### config.mk
export PLATFORM = sky130hd
export DESIGN_NAME = dfd_cell
export DESIGN_NICKNAME = d
export VERILOG_FILES = /design/src/rtl/discrete_frechet_distance_4d_defines.svh /design/src/rtl/dfd_pkg.sv /design/src/rtl/dfd_cell.sv
export SDC_FILE = /design/constraint.sdc
export NUM_CORES = 2
export LEC_CHECK = 0
export BUFFER_PORTS_ARGS = -buffer_cell sky130_fd_sc_hd__buf_2
export CAP_MARGIN = 20
export CORE_ASPECT_RATIO = 1.4
export CORE_UTILIZATION = 30
export DETAILED_ROUTE_END_ITERATION = 8
export PLACE_DENSITY_LB_ADDON = 0.1
export SKIP_LAST_GASP = 1
export SLEW_MARGIN = 40
export SYNTH_ARGS = -nofsm -noshare
export SYNTH_HDL_FRONTEND = slang
export SYNTH_SLANG_ARGS = --single-unit
### constraint.sdc
create_clock -name clk -period 22.3 [get_ports clk]
set_input_delay 4.46 -clock clk [delete_from_list [all_inputs] [get_ports clk]]
set_output_delay 4.46 -clock clk [all_outputs]
set_load 0.01 [all_outputs]
### src/rtl/discrete_frechet_distance_4d_defines.svh
// assertion macros for the frechet block
`ifndef DISCRETE_FRECHET_DISTANCE_4D_DEFINES_SVH
`define DISCRETE_FRECHET_DISTANCE_4D_DEFINES_SVH

// same-cycle implication, checked out of reset
`define DFD_ASSERT_NOW(label, ante, cons, msg) \
  label: assert property (@(posedge clk) disable iff (rst) (ante) |-> (cons)) else $error(msg);

// next-cycle implication, checked out of reset
`define DFD_ASSERT_NEXT(label, ante, cons, msg) \
  label: assert property (@(posedge clk) disable iff (rst) (ante) |=> (cons)) else $error(msg);

`endif

### src/rtl/dfd_pkg.sv
package dfd_pkg;

  localparam int MAX_POINTS_DEF = 64;
  localparam int COORD_BITS_DEF = 16;
  localparam int FIELD_W        = 16;
  localparam int DIST_W         = 34;

  localparam logic CURVE_FIRST  = 1'b0;
  localparam logic CURVE_SECOND = 1'b1;

  typedef struct packed {
    logic                      curve_select;
    logic signed [FIELD_W-1:0] coord_x;
    logic signed [FIELD_W-1:0] coord_y;
    logic signed [FIELD_W-1:0] coord_z;
    logic signed [FIELD_W-1:0] coord_w;
    logic                      final_req;
  } dfd_point_t;

  typedef struct packed {
    logic [DIST_W-1:0] squared_distance;
    logic              empty_curve;
    logic              overflow;
  } dfd_result_t;

  // marks that travel with a first-curve point along the cell row
  typedef struct packed {
    logic valid;
    logic first_row;
    logic last_row;
  } dfd_tag_t;

  typedef enum logic {
    ST_IDLE,
    ST_RUN
  } dfd_state_t;

endpackage

### src/rtl/dfd_cell.sv
module dfd_cell import dfd_pkg::*; #(
  parameter int COORD_BITS = COORD_BITS_DEF
) (
  input  logic                      clk,
  input  logic                      rst,
  input  logic                      shift_en,
  input  logic [4*COORD_BITS-1:0]   q_in,
  output logic [4*COORD_BITS-1:0]   q_out,
  input  logic [4*COORD_BITS-1:0]   in_pt,
  input  dfd_tag_t                  in_tag,
  input  logic [2*COORD_BITS+2:0]   left_c,
  input  logic [2*COORD_BITS+2:0]   left_prev,
  output logic [4*COORD_BITS-1:0]   out_pt,
  output dfd_tag_t                  out_tag,
  output logic [2*COORD_BITS+2:0]   out_c,
  output logic [2*COORD_BITS+2:0]   out_prev,
  output logic                      done
);

  localparam int PW  = 4*COORD_BITS;
  localparam int SQW = 2*COORD_BITS;
  localparam int DW  = 2*COORD_BITS + 2;
  localparam int CVW = DW + 1;
  localparam logic [CVW-1:0] INF = {1'b1, {DW{1'b0}}};

  logic [PW-1:0]  q;
  logic [PW-1:0]  pt;
  dfd_tag_t       pt_tag;
  dfd_tag_t       sq_tag;
  dfd_tag_t       d_tag;
  logic [SQW-1:0] prod [4];
  logic [SQW-1:0] sq_r [4];
  logic [DW-1:0]  pair_sq;
  logic [CVW-1:0] cval;
  logic [CVW-1:0] prev;
  logic           done_r;
  logic [CVW-1:0] above;
  logic [CVW-1:0] diag;
  logic [CVW-1:0] m1;
  logic [CVW-1:0] m;
  logic [CVW-1:0] dext;
  logic [CVW-1:0] c_next;

  // held point of the second curve, shifted in from the right
  always_ff @(posedge clk) begin
    if (shift_en) begin
      q <= q_in;
    end
  end

  for (genvar k = 0; k < 4; k++) begin : g_lane
    logic signed [COORD_BITS:0] diff;
    logic signed [COORD_BITS:0] neg;
    logic [COORD_BITS-1:0]      mag;
    assign diff = {in_pt[k*COORD_BITS+COORD_BITS-1], in_pt[k*COORD_BITS +: COORD_BITS]}
                - {q[k*COORD_BITS+COORD_BITS-1], q[k*COORD_BITS +: COORD_BITS]};
    assign neg  = -diff;
    assign mag  = diff[COORD_BITS] ? neg[COORD_BITS-1:0] : diff[COORD_BITS-1:0];
    assign prod[k] = SQW'(mag) * SQW'(mag);
  end

  always_ff @(posedge clk) begin
    pt <= in_pt;
    for (int k = 0; k < 4; k++) begin
      sq_r[k] <= prod[k];
    end
    pair_sq <= DW'(sq_r[0]) + DW'(sq_r[1]) + DW'(sq_r[2]) + DW'(sq_r[3]);
  end

  always_ff @(posedge clk) begin
    if (rst) begin
      pt_tag <= '0;
      sq_tag <= '0;
      d_tag  <= '0;
      done_r <= 1'b0;
    end else begin
      pt_tag <= in_tag;
      sq_tag <= in_tag;
      d_tag  <= sq_tag;
      done_r <= d_tag.valid & d_tag.last_row;
    end
  end

  // coupling cell: max of distance and min of above, left, diagonal
  always_comb begin
    above  = d_tag.first_row ? INF : cval;
    diag   = d_tag.first_row ? INF : left_prev;
    m1     = (above < left_c) ? above : left_c;
    m      = (m1 < diag) ? m1 : diag;
    dext   = {1'b0, pair_sq};
    c_next = m[CVW-1] ? dext : ((dext > m) ? dext : m);
  end

  always_ff @(posedge clk) begin
    if (d_tag.valid) begin
      cval <= c_next;
      prev <= cval;
    end
  end

  assign q_out    = q;
  assign out_pt   = pt;
  assign out_tag  = pt_tag;
  assign out_c    = cval;
  assign out_prev = prev;
  assign done     = done_r;

endmodule

# After elaboration in Yosys (flattened, before gate mapping)
# Memory sizes are Yosys's and may differ from the RTL's.
# Cells that the tools add are included.
# Widths: inputs -> output; s select.
word_totals:
  register_bits: 239
  ram_bits: 128
  inputBits: 204
  output_inout_bits: 202
  mem_count: 1
memory_table:
  columns: ["memory", "words", "width", "read_ports", "rd_ports_with_merged_regs", "write_ports", "line_no", "text"]
  rows:
  - ["sq_r", 4, 32, 4, 0, 4, "dfd_cell.sv:32", "logic [SQW-1:0] sq_r [4];"]
op_classes:
  addsub: 11
  mul: 4
  order_cmp: 3
  muxes: 10
  bitwise: 1
op_table:
  columns: ["op", "n"]
  rows:
  - ["$mux 35", 4]
  - ["$mul 16x16->32", 4]
  - ["$lt 35x35->1", 2]
  - ["$mux 34", 2]
  - ["$sub 16x16->17", 4]
  - ["$mux 16", 4]
  - ["$neg 16->16", 4]
  - ["$gt 34x35->1", 1]
  - ["$add 33x32->34", 1]
  - ["$add 34x32->34", 1]
  - ["$add 32x32->33", 1]
  - ["$and 1x1->1", 1]

# Depth between registers and ports, before layout
depth:
  word_depth: 8
  depth_mapped: 41

# Worst setup path before layout
# Ideal clock, no wire load.
synth_path:
  path_type: "in2reg"
  start: "input port in_pt[32]"
  end: "memory sq_r[2][31] (netlist bit)"
  setup_ns: 0.129
  arrival_ns: 13.106
  t_required_ns: 22.171
  path_slack_ns: 9.065
  cell_stages: 35
  n_path_buf: 0
  cell_sequence: "inv_1 -> ha_1 -> fa_1 -> nor2b_1 -> o21a_1 -> o21a_1 -> o22a_1 -> nand4_1 -> or4_1 -> or3_1 -> and2_1 -> xnor2_2 -> clkinv_1 -> nand2_1 -> fa_1 -> fa_1 -> inv_1 -> fa_1 -> fa_1 -> fa_1 -> inv_1 -> fa_1 -> inv_1 -> ha_1 -> a21o_1 -> a21o_1 -> a21o_1 -> a21o_1 -> a21o_1 -> a221o_1 -> a21o_1 -> o41ai_1 -> o21bai_1 -> a21oi_1 -> xnor3_1"
synth_lines:
  columns: ["item", "line_no", "text"]
  rows:
  - ["from (decl)", "dfd_cell.sv:9", "input logic [4*COORD_BITS-1:0] in_pt,"]
  - ["to (decl)", "dfd_cell.sv:32", null]

==> flow_summary.json <==
{
  "ys.flop_type": "dfxtp_1",
  "drv_slew": 0,
  "syn_inst": 5182,
  "seq_area_frac_synth_pct": 17.8,
  "maxSlewHeadroom_pct": 41.1,
  "hold_violations": 0,
  "clk_latency_ns": 0.65,
  "period_needed_ns": 14.25,
  "n_fill_cell": 16788,
  "syn_area_um2": 48000,
  "die_area_um2": 162000,
  "synth.area.mux_share_pct": 0.201,
  "syn_avg_cell_area_um2": 9.27,
  "antenna_found_initial": 3,
  "synth.distinct_cells": 93,
  "max_freq_mhz": 70.2,
  "regArea_um2": 8550,
  "wire_per_inst_um": 18.0,
  "initial_core_util_pct": 30.2,
  "use_met1_pct": 19.8,
  "grt_pass1_wl_um": 218000,
  "layout-drive-gt1-share_pct": 10.8,
  "cts-htree-levels": 2,
  "hp-start": "d_tag[0]",
  "synth_compound_area_share_pct": 10.5,
  "cts_hold_buf": 0,
  "ant_nets": 0,
  "period_share_pct": 63.9,
  "drt_iter0_drc": 1614,
  "r2r-start": "d_tag[1]",
  "final_common_cell": "inv_1",
  "synth-xor-area-share_pct": 4.84,
  "cts.sinks": 361,
  "holdCritPathClass": "register to register",
  "path_class": "primary input to register",
  "crit_path_end_kind": "register",
  "post_cts_buffers": 0,
  "crit_required_ns": 22.81,
  "holdPathEnd": "done",
  "gp_congestion": 0.855,
  "ios": 406,
  "drtPass1Iterations": 6,
  "grt_start_max_net_pins": 85,
  "dr_total_vias": 35918,
  "die_h_um": 475,
  "cp.arrival_ns": 14.76,
  "yosysWarnings": 0,
  "nNetsFinal": 7097,
  "fp.dieW_um": 340,
  "worst_slack_ns": 8.05,
  "grt.busiest_layer": "met2",
  "rsz0062_at_grt": "false",
  "globalRouteOverflowTotal": 0,
  "ctsResizeCount": 0,
  "finalSetupTns_ns": 0,
  "whs_path_depth": 2,
  "final-setup-viol-count": 0,
  "drt_drc_violations_left": 0,
  "reg2reg_to": "out_c[0]",
  "cts-root-buf": "clkbuf_16",
  "crit_path_frequent_cell": "fa_1",
  "path_clk_slew_ns": 0.06,
  "clockBufferDepth": 3,
  "post-place-ws_ns": 7.33,
  "async_flop_share_pct": 0,
  "synthSimpleGateAreaFrac_pct": 11.8,
  "synth_edf_count": 132,
  "r2r_setup_slack_ns": 11.02,
  "tightest_slew_ns": 0.882,
  "portBuffers": 403,
  "cap_violations": 0,
  "grt_usage_pct": 17.3,
  "outcome": "finished, final reports clean",
  "vias_per_cell": 4.65,
  "hpwlAfterDp_um": 118000,
  "gr-usage-met2_pct": 33.9,
  "slowest_stage": "a2111oi_0",
  "placementRows": 173,
  "slowest_delay_ns": 0.75,
  "synth_seq_cells": 361,
  "synth_fa_ha_area_share_pct": 45.1,
  "met3_usage_pct": 1.54,
  "cts_tree": "yes",
  "area.growth.synth_to_final_pct": 13.2,
  "clock_skew_ns": 0.0478,
  "final_cell_mix": "inv_1, fa_1, ha_1",
  "wirelength_um": 139000,
  "multiInputGateArea_um2": 35000,
  "synth_top_family_by_area": "adder cells",
  "grt_pass1_vias": 39337,
  "cp_max_fo": 10,
  "crit_path_start_kind": "primary input",
  "cts_buffers": 46,
  "rr_worst_depth": 39,
  "core_region_area_um2": 159000
}
==> worst max path at each step <==
| stage | slack (ns) | start | depth (start not counted) | endpoint |
|---|---|---|---|---|
| 2_1_floorplan | 9.06 | in_pt[32] | 35 | sq_r[2][31] |
| 3_3_place_gp | 6.67 | in_pt[0] | 35 | sq_r[0][30] |
| 3_5_place_dp | 7.33 | in_pt[0] | 35 | sq_r[0][30] |
| 4_1_cts | 8.05 | in_pt[0] | 35 | sq_r[0][30] |
| 5_1_grt | 7.47 | in_pt[48] | 37 | sq_r[3][31] |
| 6_report | 8.05 | in_pt[0] | 35 | sq_r[0][30] |
==> cell usage after synthesis (all sizes together), types with 8 or more instances <==
cell     number  area (µm²)
a221o        17         170
and3         19         119
xor2         73         647
o31ai        16         130
nand2       375        1410
nor4         12        75.1
a2111oi       9        81.3
nand4        28         175
nor2        441        1670
nor2b        65         407
a21o        116         871
o21a         39         293
edfxtp      132        3960
and2         11        68.8
xnor2       182        1630
clkinv       18        67.6
nand3        68         340
a221oi        8        76.3
o21ai       146         731
ha          590        7380
inv        1120        4200
dfxtp       229        4580
nand2b       86         538
o22ai        24         150
a21oi       213        1070
fa          714       14300
a211oi       15         118
o211ai       12        90.1
a222oi       19         190
o2111ai       8        76.3
or2          17         106
nor3         79         395
o21bai       25         188
or3          17         111
a31oi        26         163
o31a          9        78.8
buf          21         110
clkbuf       76         285
==> sequential cells by signal, indices dropped and copies added, names as in the netlist <==
| register | count |
|---|---|
| out_c | 34 |
| done | 1 |
| d_tag | 3 |
| out_prev | 34 |
| out_pt | 64 |
| q_out | 64 |
| sq_r | 124 |
| sq_tag | 3 |
| pair_sq | 34 |
==> worst max-delay path, delay by kind of cell <==
family | cells | cell delay (ns)
compound gates | 9 | 2.79
xor+xnor | 2 | 0.90
fa+ha+maj | 9 | 3.93
buf+inv | 8 | 1.09
mux | 1 | 0.40
simple gates | 6 | 1.16
==> cell type report <==
class,count,area share (%)
multi-input cells,3589,64.4
flip-flops and latches,361,15.7
inverters,1138,7.85
well taps,2100,4.83
repair buffers,453,4.42
clock buffers,58,2.30
clock inverters,26,0.504
diodes,1,0.00460
==> stage by stage <==
| step | hold WS [ns] | std cells | area, µm² | util [%] |
|---|---|---|---|---|
| 2_1_floorplan | 0.395 | 5185 | 48100 | - |
| 3_3_place_gp | 0.404 | 7640 | 52700 | 33.2 |
| 3_5_place_dp | 0.403 | 7641 | 52800 | 33.3 |
| 4_1_cts | 0.411 | 7725 | 54400 | 34.2 |
| 5_1_grt | 0.430 | 7726 | 54400 | 34.2 |
| 6_report | 0.411 | 7726 | 54400 | 34.2 |
==> routing by layer <==
metal | up-vias | share of wire, % | wire length (µm)
met3 | 146 | 2.8 | 3920
met4 | 0 | 2.6 | 3560
met1 | 17794 | 40 | 55800
met2 | 585 | 55 | 76000
li1 | 17393 | - | -
met5 | - | 0 | 0
==> cells by family after synthesis <==
family / count (synthesis)
buffers and inverters: 1235
XOR/XNOR: 257
other: 2
adder cells (fa/ha/maj): 1304
AO/OA/AOI/OAI: 764
multiplexers: 9
flip-flops: 361
AND/OR/NAND/NOR: 1250
Power is left out: the tool's default activity adds up to more than one toggle a clock period on the data nets, which glitch-free logic cannot reach.
